===== config.mk =====
export PLATFORM = sky130hd
export DESIGN_NAME = cfbh_front
export DESIGN_NICKNAME = d
export VERILOG_FILES = /design/src/rtl/core/cfbh_pkg.sv /design/src/rtl/core/cfbh_front.sv
export SDC_FILE = /design/constraint.sdc
export NUM_CORES = 1
export LEC_CHECK = 0
export BUFFER_PORTS_ARGS = -buffer_cell sky130_fd_sc_hd__buf_2
export CAP_MARGIN = 10
export CORE_AREA = 2 2 39 41
export DETAILED_ROUTE_END_ITERATION = 12
export DIE_AREA = 0 0 41 43
export GPL_ROUTABILITY_DRIVEN = 0
export SYNTH_ARGS = -nofsm -noshare
export SYNTH_HDL_FRONTEND = slang
export SYNTH_SLANG_ARGS = --single-unit

===== constraint.sdc =====
create_clock -name vclk -period 3.6
set_clock_uncertainty 0.1 [all_clocks]
set_input_delay 0.36 -clock vclk [all_inputs]
set_output_delay 0.36 -clock vclk [all_outputs]
set_load 0.05 [all_outputs]

===== src/rtl/core/cfbh_pkg.sv =====
`default_nettype none

package cfbh_pkg;

  // Histogram geometry
  localparam int NUM_BINS = 256;
  localparam int BIN_BITS = 8;

  // Case folding of ASCII capitals
  localparam logic [BIN_BITS-1:0] ASCII_UPPER_A = 8'h41;
  localparam logic [BIN_BITS-1:0] ASCII_UPPER_Z = 8'h5A;
  localparam logic [BIN_BITS-1:0] CASE_OFFSET   = 8'h20;

  // Operation codes
  localparam logic OP_ADD  = 1'b0;
  localparam logic OP_READ = 1'b1;

  // Queue between front and back
  localparam int QUEUE_DEPTH = 2;
  localparam int QPTR_BITS   = 1;

  // One classified beat: operation and the bin it touches
  typedef struct packed {
    logic                op;
    logic [BIN_BITS-1:0] bin;
  } item_t;

  // Back-end sequencer
  typedef enum logic [1:0] {
    ST_IDLE,
    ST_LOOKUP,
    ST_DIVIDE
  } back_state_t;

endpackage

`default_nettype wire


===== src/rtl/core/cfbh_front.sv =====
`default_nettype none

module cfbh_front (
  input  wire logic                          start,
  input  wire logic                          in_op,
  input  wire logic [cfbh_pkg::BIN_BITS-1:0] in_byte_value,
  input  wire logic [cfbh_pkg::BIN_BITS-1:0] in_bin_index,
  input  wire logic                          queue_full,
  output logic                               busy,
  output logic                               push,
  output cfbh_pkg::item_t                    item
);

  logic                          is_upper;
  logic [cfbh_pkg::BIN_BITS-1:0] folded;

  // Fold ASCII capitals onto lower case
  always_comb begin
    is_upper = (in_byte_value >= cfbh_pkg::ASCII_UPPER_A) &&
               (in_byte_value <= cfbh_pkg::ASCII_UPPER_Z);
    folded   = is_upper ? (in_byte_value + cfbh_pkg::CASE_OFFSET) : in_byte_value;
  end

  // Classify the beat and pick the bin it addresses
  always_comb begin
    item.op  = in_op;
    item.bin = (in_op == cfbh_pkg::OP_ADD) ? folded : in_bin_index;
  end

  // Accept while the queue has room
  assign busy = queue_full;
  assign push = start && !queue_full;

endmodule

`default_nettype wire


Word level (Yosys, flattened, before mapping)
Cells that the tools add are included.
{ "classes": {"order_cmp": 2, "add_sub_neg": 1, "n_mux": 2, "reduce_logical": 3} }
{ "op_table": {"columns": ["cell", "count"], "rows": [
  ["two-way mux 8 bit", 2],
  ["adder 8 x 6 -> 8 bit (second input constant)", 1],
  ["greater-or-equal comparator 8 x 7 -> 1 bit (second input constant)", 1],
  ["<= comparator 8 x 7 -> 1 bit (second input constant)", 1],
  ["logical AND 1 bit", 2],
  ["zero test 1 bit", 1]
]} }
{ "word_totals": {"word_cells": 8, "reg_bits": 0} }

Longest topological paths before layout
{ "depth": {"depth_word": 4, "ltp_mapped": 4, "depth_no_buf": 4} }

Worst setup path after synthesis
No wires, ideal clock.
{ "synth_timing": {"path_type": "input to output", "from": "input port in_byte_value[3] in the netlist's numbering", "to": "output port item[6] in the netlist's numbering", "path_stages": 4, "t_required_ns": 3.140, "n_path_buf": 0, "setup_slack_ns": 1.305, "t_arrival_ns": 1.835, "cell_sequence": "or4_4 o21ai_2 nor3_1 a21oi_1"} }
{ "synth_lines": {"columns": ["item", "line_no", "text"], "rows": [
  ["start: declaration", "cfbh_front.sv:6", "input wire logic [cfbh_pkg::BIN_BITS-1:0] in_byte_value,"],
  ["end: declaration", "cfbh_front.sv:11", "output cfbh_pkg::item_t item"]
]} }

==> qor.yml <==
setup_viol: 0
crit_arrival_ns: 1.62
drt-pass1-iter-count: 1
synth_area_leaders: "mux2_2 (35%), buf_4 (7.7%), ha_1 (6.5%)"
syn_area_um2: 194
yosysMostFrequentCell: "mux2_2"
grt_pass1_wl_um: 931
worst_pin_slew_ns: 0.253
yosysWarnings: 0
nClkBuffers: 0
finalNonFillerCells: 68
timing.final.crit_period_ns: 2.08
crit_fanout: 3
synth-seq-area-share: 0
power.share.sequential: 0
status: "complete, no violations"
vias: 295
max_stage_delay_ns: 0.52
fmax_ghz: 0.482
die_area_mm2: 0.00176
antenna_found_initial: 0
fp.dieH_um: 43
die_w_um: 41
worstSetupEndpointType: "output port"
row_count: 14
cap_viol_max_count: 0
remaining_drc_errors: 0
slew_headroom: 0.832
netSwitchingFraction: 0.671
post_drt_wl_per_cell_um: 8.97
diodes: 0
grt.overflow.total: 0
p_int_mw: 0.0228
power_leakage_nw: 0.187
drt-initial-drc-count: 0
postCtsResizedCells: 0
fin_tns_setup_ns: 0
slew_violations: 0
seq_area_um2: 0
placed_cells: 68
synth_top_area_share: 0.348
post_cts_buffers: 0
powerDensity_mw_per_mm2: 201
yosysTopAreaCell: "mux2_2"
power_frac_comb: 1.000
initial_core_util: 0.140
routed_wl_um: 610
ioPinCount: 30
grt_max_degree: 12
ys_types: 16
viasPerCell: 4.34
cpMostUsedCell: "buf_2"
seq_cells: 0
antenna_left: 0
pwr-share-clk: 0
yosys-top-cells-count: "mux2_2 (6), a21oi_1 (2), buf_4 (2), nor2_1 (2), nor3_1 (2)"
p_total_mw: 0.0695
syn_to_final_growth_pct: 78.1
final_nets: 74
drive_gt1_frac: 0.731
syn_area_per_cell_um2: 7.76
finalHoldViolCount: 0
core_area_mm2: 0.00138
ir_drop_uv: 59.1
slowest_stage: "or4_4"
portBuffers: 30
hp-class: "in2out"
start_kind: "primary input"
p_sw_mw: 0.0466
syn_inst: 25
synth.net_count: 45
track_usage: 0.0679
grt_pass1_vias: 268
grt_setup_unrepaired: "no"
hold_buffers: 0
required_ns: 3.14
hold-worst-slack_ns: 0.924
worstSetupPathType: "in2out"
finalCritPeriodShare: 0.577
path_cells: "buf_2, or4_4, o21ai_2, nor3_1, a31o_1, buf_2"
==> path summary, 6_finish.rpt <==
kind,startpoint,to,slack [ns],cells past startpoint
max,in_byte_value[3],item[7],1.52,6
min,queue_full,busy,0.92,2
==> logic make-up (layout without fill, tap and decap cells) <==
| family | after synthesis | count (layout) | share of synthesized area |
|---|---|---|---|
| AND/OR/NAND/NOR | 8 | 8 | 0.232 |
| adder cells (fa/ha/maj) | 1 | 1 | 0.0645 |
| buffers and inverters | 4 | 31 | 0.116 |
| AO/OA/AOI/OAI | 5 | 5 | 0.187 |
| multiplexers | 7 | 7 | 0.400 |
==> power groups by stage <==
| stage | sequential (mW) | combinational, mW | clock [mW] |
|---|---|---|---|
| after floorplan | 0 | 0.0501 | 0 |
| after global placement | 0 | 0.0695 | 0 |
| after detailed placement | 0 | 0.0702 | 0 |
| after CTS | 0 | 0.0703 | 0 |
| after global routing | 0 | 0.0745 | 0 |
| final | 0 | 0.0695 | 0 |
==> stage by stage <==
step                      worst slack, ns  utilization  area, um^2
after floorplan                      1.30            -         194
after global placement               1.53        0.250         345
after detailed placement             1.52        0.250         345
after CTS                            1.51        0.250         345
after global routing                 1.47        0.250         345
final                                1.52        0.250         345
==> cell usage in the layout, fill, tap and decap left out, drive strengths merged <==
master,netlist,routed
nand2,1,1
o21ai,1,1
a31o,1,1
nor2,2,2
buf,2,30
or4,1,1
a21oi,2,2
inv,1,1
mux2i,1,1
or3,1,1
nor3,2,2
nor2b,1,1
ha,1,1
a2bb2oi,1,1
mux2,6,6
==> routing by layer <==
| layer | vias to the layer above | track usage | share of wire |
|---|---|---|---|
| li1 | 146 | - | - |
| met1 | 130 | 0.0696 | 0.37 |
| met2 | 19 | 0.144 | 0.51 |
| met3 | 0 | 0 | 0.12 |
| met4 | 0 | 0 | 0 |
| met5 | - | 0 | 0 |
==> cell type report <==
type               instances  area, um^2
fillers                  156        1040
inverters                  1        3.75
multi-input cells         21         171
repair buffers            30         150
well taps                 16        20.0
==> critical path: cells and delay by family <==
kind | cells | cell delay, ns
compound gates | 2 | 0.34
simple gates | 2 | 0.59
buf+inv | 2 | 0.31
(Power assumes the default switching activity.)
