**src/rtl/core/cfbh_pkg.sv**
```systemverilog
`default_nettype none

package cfbh_pkg;

  // Histogram geometry
  localparam int NUM_BINS = 256;
  localparam int BIN_BITS = 8;

  // Case folding of ASCII capitals
  localparam logic [BIN_BITS-1:0] ASCII_UPPER_A = 8'h41;
  localparam logic [BIN_BITS-1:0] ASCII_UPPER_Z = 8'h5A;
  localparam logic [BIN_BITS-1:0] CASE_OFFSET   = 8'h20;

  // Operation codes
  localparam logic OP_ADD  = 1'b0;
  localparam logic OP_READ = 1'b1;

  // Queue between front and back
  localparam int QUEUE_DEPTH = 2;
  localparam int QPTR_BITS   = 1;

  // One classified beat: operation and the bin it touches
  typedef struct packed {
    logic                op;
    logic [BIN_BITS-1:0] bin;
  } item_t;

  // Back-end sequencer
  typedef enum logic [1:0] {
    ST_IDLE,
    ST_LOOKUP,
    ST_DIVIDE
  } back_state_t;

endpackage

`default_nettype wire

```
**src/rtl/core/cfbh_queue.sv**
```systemverilog
`default_nettype none

module cfbh_queue (
  input  wire logic            clk,
  input  wire logic            rst_n,
  input  wire logic            push,
  input  wire cfbh_pkg::item_t push_item,
  input  wire logic            pop,
  output cfbh_pkg::item_t      head_item,
  output logic                 empty,
  output logic                 full
);

  cfbh_pkg::item_t                     slot_r [cfbh_pkg::QUEUE_DEPTH];
  logic [cfbh_pkg::QPTR_BITS-1:0]      wr_ptr_r, wr_ptr_nxt;
  logic [cfbh_pkg::QPTR_BITS-1:0]      rd_ptr_r, rd_ptr_nxt;
  logic [cfbh_pkg::QPTR_BITS:0]        count_r, count_nxt;
  logic                                do_push, do_pop;

  assign empty     = (count_r == '0);
  assign full      = (count_r == (cfbh_pkg::QPTR_BITS+1)'(cfbh_pkg::QUEUE_DEPTH));
  assign do_push   = push && !full;
  assign do_pop    = pop && !empty;
  assign head_item = slot_r[rd_ptr_r];

  // Advance pointers with wrap and track fill level
  always_comb begin
    wr_ptr_nxt = wr_ptr_r;
    rd_ptr_nxt = rd_ptr_r;
    count_nxt  = count_r;
    if (do_push) begin
      wr_ptr_nxt = (wr_ptr_r == (cfbh_pkg::QPTR_BITS)'(cfbh_pkg::QUEUE_DEPTH-1)) ?
                   '0 : wr_ptr_r + 1'b1;
    end
    if (do_pop) begin
      rd_ptr_nxt = (rd_ptr_r == (cfbh_pkg::QPTR_BITS)'(cfbh_pkg::QUEUE_DEPTH-1)) ?
                   '0 : rd_ptr_r + 1'b1;
    end
    if (do_push && !do_pop) begin
      count_nxt = count_r + 1'b1;
    end else if (do_pop && !do_push) begin
      count_nxt = count_r - 1'b1;
    end
  end

  always_ff @(posedge clk) begin
    if (!rst_n) begin
      wr_ptr_r <= '0;
      rd_ptr_r <= '0;
      count_r  <= '0;
    end else begin
      wr_ptr_r <= wr_ptr_nxt;
      rd_ptr_r <= rd_ptr_nxt;
      count_r  <= count_nxt;
    end
  end

  // Hold payload in the slots
  always_ff @(posedge clk) begin
    if (do_push) begin
      slot_r[wr_ptr_r] <= push_item;
    end
  end

endmodule

`default_nettype wire

```
**config.mk**
```make
export PLATFORM = sky130hd
export DESIGN_NAME = cfbh_queue
export DESIGN_NICKNAME = d
export VERILOG_FILES = /design/src/rtl/core/cfbh_pkg.sv /design/src/rtl/core/cfbh_queue.sv
export SDC_FILE = /design/constraint.sdc
export NUM_CORES = 1
export LEC_CHECK = 0
export BUFFER_PORTS_ARGS = -buffer_cell sky130_fd_sc_hd__buf_2
export CAP_MARGIN = 15
export CORE_MARGIN = 5
export CORE_UTILIZATION = 49
export CTS_CLUSTER_DIAMETER = 30
export DETAILED_ROUTE_END_ITERATION = 6
export PLACE_DENSITY = 0.8
export REMOVE_ABC_BUFFERS = 1
export SLEW_MARGIN = 20
export SYNTH_ARGS = -nofsm -noshare
export SYNTH_HDL_FRONTEND = slang
export SYNTH_SLANG_ARGS = --single-unit
```
**constraint.sdc**
```tcl
create_clock -name clk -period 1.55 [get_ports clk]
set_input_delay 0.155 -clock clk [delete_from_list [all_inputs] [get_ports clk]]
set_output_delay 0.155 -clock clk [all_outputs]
set_load 0.02 [all_outputs]
```
* Yosys cells after proc, flatten, opt, wreduce, memory -nomap -nowiden
Memories as Yosys holds them, arrays and structs flattened. A register that Yosys moved wholly into a read port is not among the register bits.
Index checks and enable logic that the tools add are counted.
** Operators by class
- Reduce and logical (&&, ||, !) cells :: 10
- $add $sub $neg :: 4
- Equality and inequality tests :: 1
- Multiplexer cells :: 8
** Operators with widths (number)
- $mux W1 :: 6
- $logic_and A1 B1 Y1 :: 4
- $logic_not A1 Y1 :: 4
- $mux W2 :: 2
- $add A1 B1 Y1 const B :: 2
- $add A2 B1 Y2 const B :: 1
- $eq A2 B2 Y1 const B :: 1
- $logic_not A2 Y1 :: 1
- $reduce_bool A2 Y1 :: 1
- $sub A2 B1 Y2 const B :: 1
** Storage, ports and cells
- Word-level logic and storage cells :: 27
- Input bits :: 13
- Output and inout port bits :: 11
- Flip-flop bits (word level) :: 4
- Memories kept :: 1
- RAM bits :: 18
** Memory list
- slot_r :: words 2, width 9, rd ports 1, clocked after Yosys merged registers in 1, write ports 1, line cfbh_queue.sv:14 : cfbh_pkg::item_t slot_r [cfbh_pkg::QUEUE_DEPTH];

* Logic depth before layout (Yosys ltp)
- Depth in word-level cells :: 7
- Depth in mapped cells :: 7

* Least setup slack after synthesis
Ideal clock, no wire load.
- Path type :: reg2reg
- Start point :: reg count_r[0] (netlist bit)
- End point :: reg count_r[1] (netlist bit)
- Library setup time :: 0.070 ns
- Arrival :: 1.462 ns
- Stages on the path, launching flop included :: 7
- Slack :: 0.018 ns
- Data required time :: 1.480 ns
- Cells stage by stage :: dfxtp_1 > nand2b_1 > inv_2 > nor2_1 > ha_1 > or3_1 > a21boi_1
** On the way
- Cells in the longest elaborated chain, start to end :: 6
- Elaborated cells between the ends (all ways) :: 15
- Classes of those cells :: add/sub: 2; eq/ne: 1; mux: 2; reduce/logical: 10
** RTL lines
- start, declared :: line cfbh_queue.sv:17 : logic [cfbh_pkg::QPTR_BITS:0] count_r, count_nxt;
- start signal, assigned :: line cfbh_queue.sv:54 : count_r <= count_nxt;
- $eq A2 B2 Y1 (*) :: line cfbh_queue.sv:21 : assign full = (count_r == (cfbh_pkg::QPTR_BITS+1)'(cfbh_pkg::QUEUE_DEPTH));
- net full :: line cfbh_queue.sv:11 : output logic full
- $logic_not A1 Y1 (*) :: line cfbh_queue.sv:22 : assign do_push = push && !full;
- $logic_and A1 B1 Y1 (*) :: line cfbh_queue.sv:22
- net do_push :: line cfbh_queue.sv:18 : logic do_push, do_pop;
- $logic_not A1 Y1 :: line cfbh_queue.sv:41 : end else if (do_pop && !do_push) begin
- $logic_and A1 B1 Y1 :: line cfbh_queue.sv:41
- $reduce_bool A2 Y1 (no line)
The timed path passes the listed nets; every way through them passes the cells marked *. The select of a mux whose other input is x is not followed.
A chain may end at the register's enable or synchronous reset.

==> results.toml <==
[placement]
globalplace.congestion = 0.6694
placed_cell_area_mm2 = 0.001037
dp_hpwl_um = 1087
io_buffers = 23
place_ws_ps = 49.29

[final_layout]
fin_area_mm2 = 0.001082
diodes = 0
num-nets-final = 97
syn2layout_area_growth_pct = 22.87
fin_util_pct = 62.68
drive_gt1_share_pct = 53.66

[timing]
finalHoldViolCount = 0
tightest_slew_ps = 442.5
fin_setup_tns_ps = 0
skew_ps = 1.382
rsz0062_at_grt = "no"
period_share_pct = 93.32
relSlewSlack_pct = 70.50
setup_viol = 0
finalWorstSetupSlack_ps = 103.6
finalMaxSlewViolations = 0
fmax_mhz = 691.4
finalCriticalPeriod_ps = 1446

[setup_path]
required_ps = 1390
worstPathArrival_ps = 1290
max_stage_delay_ps = 470
critical_path.max_fanout = 9
cp-start-kind = "flip-flop"
path_buf_inv = 1
cp_slowest_cell = "dfxtp_2"
end_kind = "primary output"
critical_path.top_delay_family = "flip-flops"
critical_path_class = "flip-flop to primary output"
crit_chain = "mux2_2, buf_2"

[floorplan]
start_util_pct = 51.01
die_h_um = 52.40
io_pins = 24
die_area_mm2 = 0.002746
core-area_mm2 = 0.001727
die_x_um = 52.40
rows = 15

[clock_tree]
cts_buffers = 3
cts_hold_buf = 0
clock_sinks = 23
clk_pin_slew_ps = 110
cts_root_buf = "clkbuf_4"
cts_tree = "done"
h-tree-depth = 1
cts_buffer_depth = 2
insertion_delay_ps = 290

[routing]
final_antenna_net_count = 0
drt_iter0_drc = 2
avgRoutedWirePerCell_um = 13.89
first_pass_iters = 2
via_per_inst = 4.841
drc = 0
wirelength_um = 1486
num_vias = 518

[yosys]
yosys_warnings = 0
syn_area_per_cell_um2 = 16.62
synth_cells = 53
ys_seq_area_share_pct = 72.73
synth_seq_cells = 23
synth_cell_types = 20
netlist_area_um2 = 880.8

[grt]
antenna_found_initial = 0
grt_overflow_total = 0
grt_pass1_vias = 530
grt_start_max_net_pins = 13
grt_pass1_wl_um = 2201
track_usage_pct = 11.55

[pwr]
ir_drop_uv = 1030
power_uw = 1787
powerDensity_mw_per_mm2 = 1651
p_leak_uw = 0.0004283

[status]
status = "complete, no violations"

[job]
maxCapViolCount = 0

[worst_hold_path]
min_path_type = "input pin to flip-flop"
-- timing repair --
item                       in CTS  in global routing
setup buffers                   0                  1
pin swaps                       0                  1
setup endpoints to repair       9                  1
gates resized for setup         1                  3
gates cloned                    0                  0
-- kinds of logic (layout without fill, tap and decap cells) --
kind of cell	after synthesis	in the layout	synth area share (%)
fa+ha+maj	1	1	1.420
flops	23	23	72.73
compound gates	5	5	3.693
mux	9	9	11.51
simple gates	9	9	6.252
xor+xnor	3	3	2.983
buf+inv	3	32	1.419
-- flip-flops by register name, summed over array words and instances (netlist names), named ones only --
signal and flops:
wr_ptr_r 1, rd_ptr_r 1, count_r 2, slot_r 18
-- cell usage after synthesis --
| master | n | area share (%) |
|---|---|---|
| xnor2_1 | 2 | 2.0 |
| nor3_2 | 1 | 1.1 |
| o21ai_0 | 1 | 0.57 |
| a21boi_0 | 1 | 0.85 |
| a21boi_1 | 1 | 0.85 |
| buf_2 | 1 | 0.57 |
| or3_1 | 1 | 0.71 |
| and2_1 | 3 | 2.1 |
| o21ai_1 | 1 | 0.57 |
| edfxtp_1 | 18 | 61 |
| and3_1 | 1 | 0.71 |
| ha_1 | 1 | 1.4 |
| mux2_2 | 9 | 12 |
| nor2_1 | 2 | 0.85 |
| dfxtp_1 | 5 | 11 |
| nand2b_1 | 1 | 0.71 |
| xor2_1 | 1 | 0.99 |
| inv_2 | 1 | 0.43 |
| o21a_1 | 1 | 0.85 |
| inv_1 | 1 | 0.43 |
-- cell type report --
class,instances,area (um^2)
Clock buffer,4,26.28
Fill cell,149,644.4
Inverter,2,7.507
Multi-Input combinational cell,27,235.2
Sequential cell,23,644.4
Tap cell,25,31.28
Timing Repair Buffer,26,137.6
-- power by group --
group	switching (uW)	internal, uW
sequential	82.0	793
clock	160	100
combinational	341	310
-- routing by layer --
| layer | GRT usage [%] | part of all wire (%) | vias up |
|---|---|---|---|
| li1 | - | - | 251 |
| met1 | 13.28 | 40 | 248 |
| met2 | 19.42 | 52 | 17 |
| met3 | 2.849 | 7.1 | 2 |
| met4 | 6.383 | 1.1 | 0 |
| met5 | 0 | 0 | - |
-- layout by cell type (no fill, tap or decap) --
cell      instances
inv_1             1
buf_2            23
xnor2_1           2
dfxtp_1           2
buf_4             3
and2_1            3
or3_1             1
nand2b_4          1
o21ai_1           1
mux2_2            9
xor2_1            1
edfxtp_1         18
nor2_1            2
dfxtp_2           3
and3_1            1
a21boi_1          1
inv_2             1
clkbuf_1          1
nor3_2            1
a21boi_0          1
o21a_1            1
clkbuf_4          3
ha_1              1
o21ai_0           1
-- path summary, 6_finish.rpt --
path                                    from  cells after the start  slack, ps      endpoint
worst max register to register    count_r[1]                      4        110    count_r[1]
worst min-delay path            push_item[3]                      1         40  slot_r[1][3]
worst max-delay path               flip-flop                      2        100  head_item[1]
worst min register to register    count_r[1]                      2        530    count_r[1]
-- per-stage QoR --
stage	hold WS [ps]	cells
floorplan	253.9	52
global placement	343.0	102
detailed placement	346.4	102
CTS	30.06	106
global route	16.33	107
finish	40.26	107
-- worst reg2reg max path: cells and delay by family (launching register included) --
| family | cells | cell delay (ps) |
|---|---|---|
| flops | 1 | 370 |
| fa+ha+maj | 1 | 290 |
| compound gates | 2 | 380 |
| simple gates | 1 | 350 |
Power figures use the tool's default switching activity.
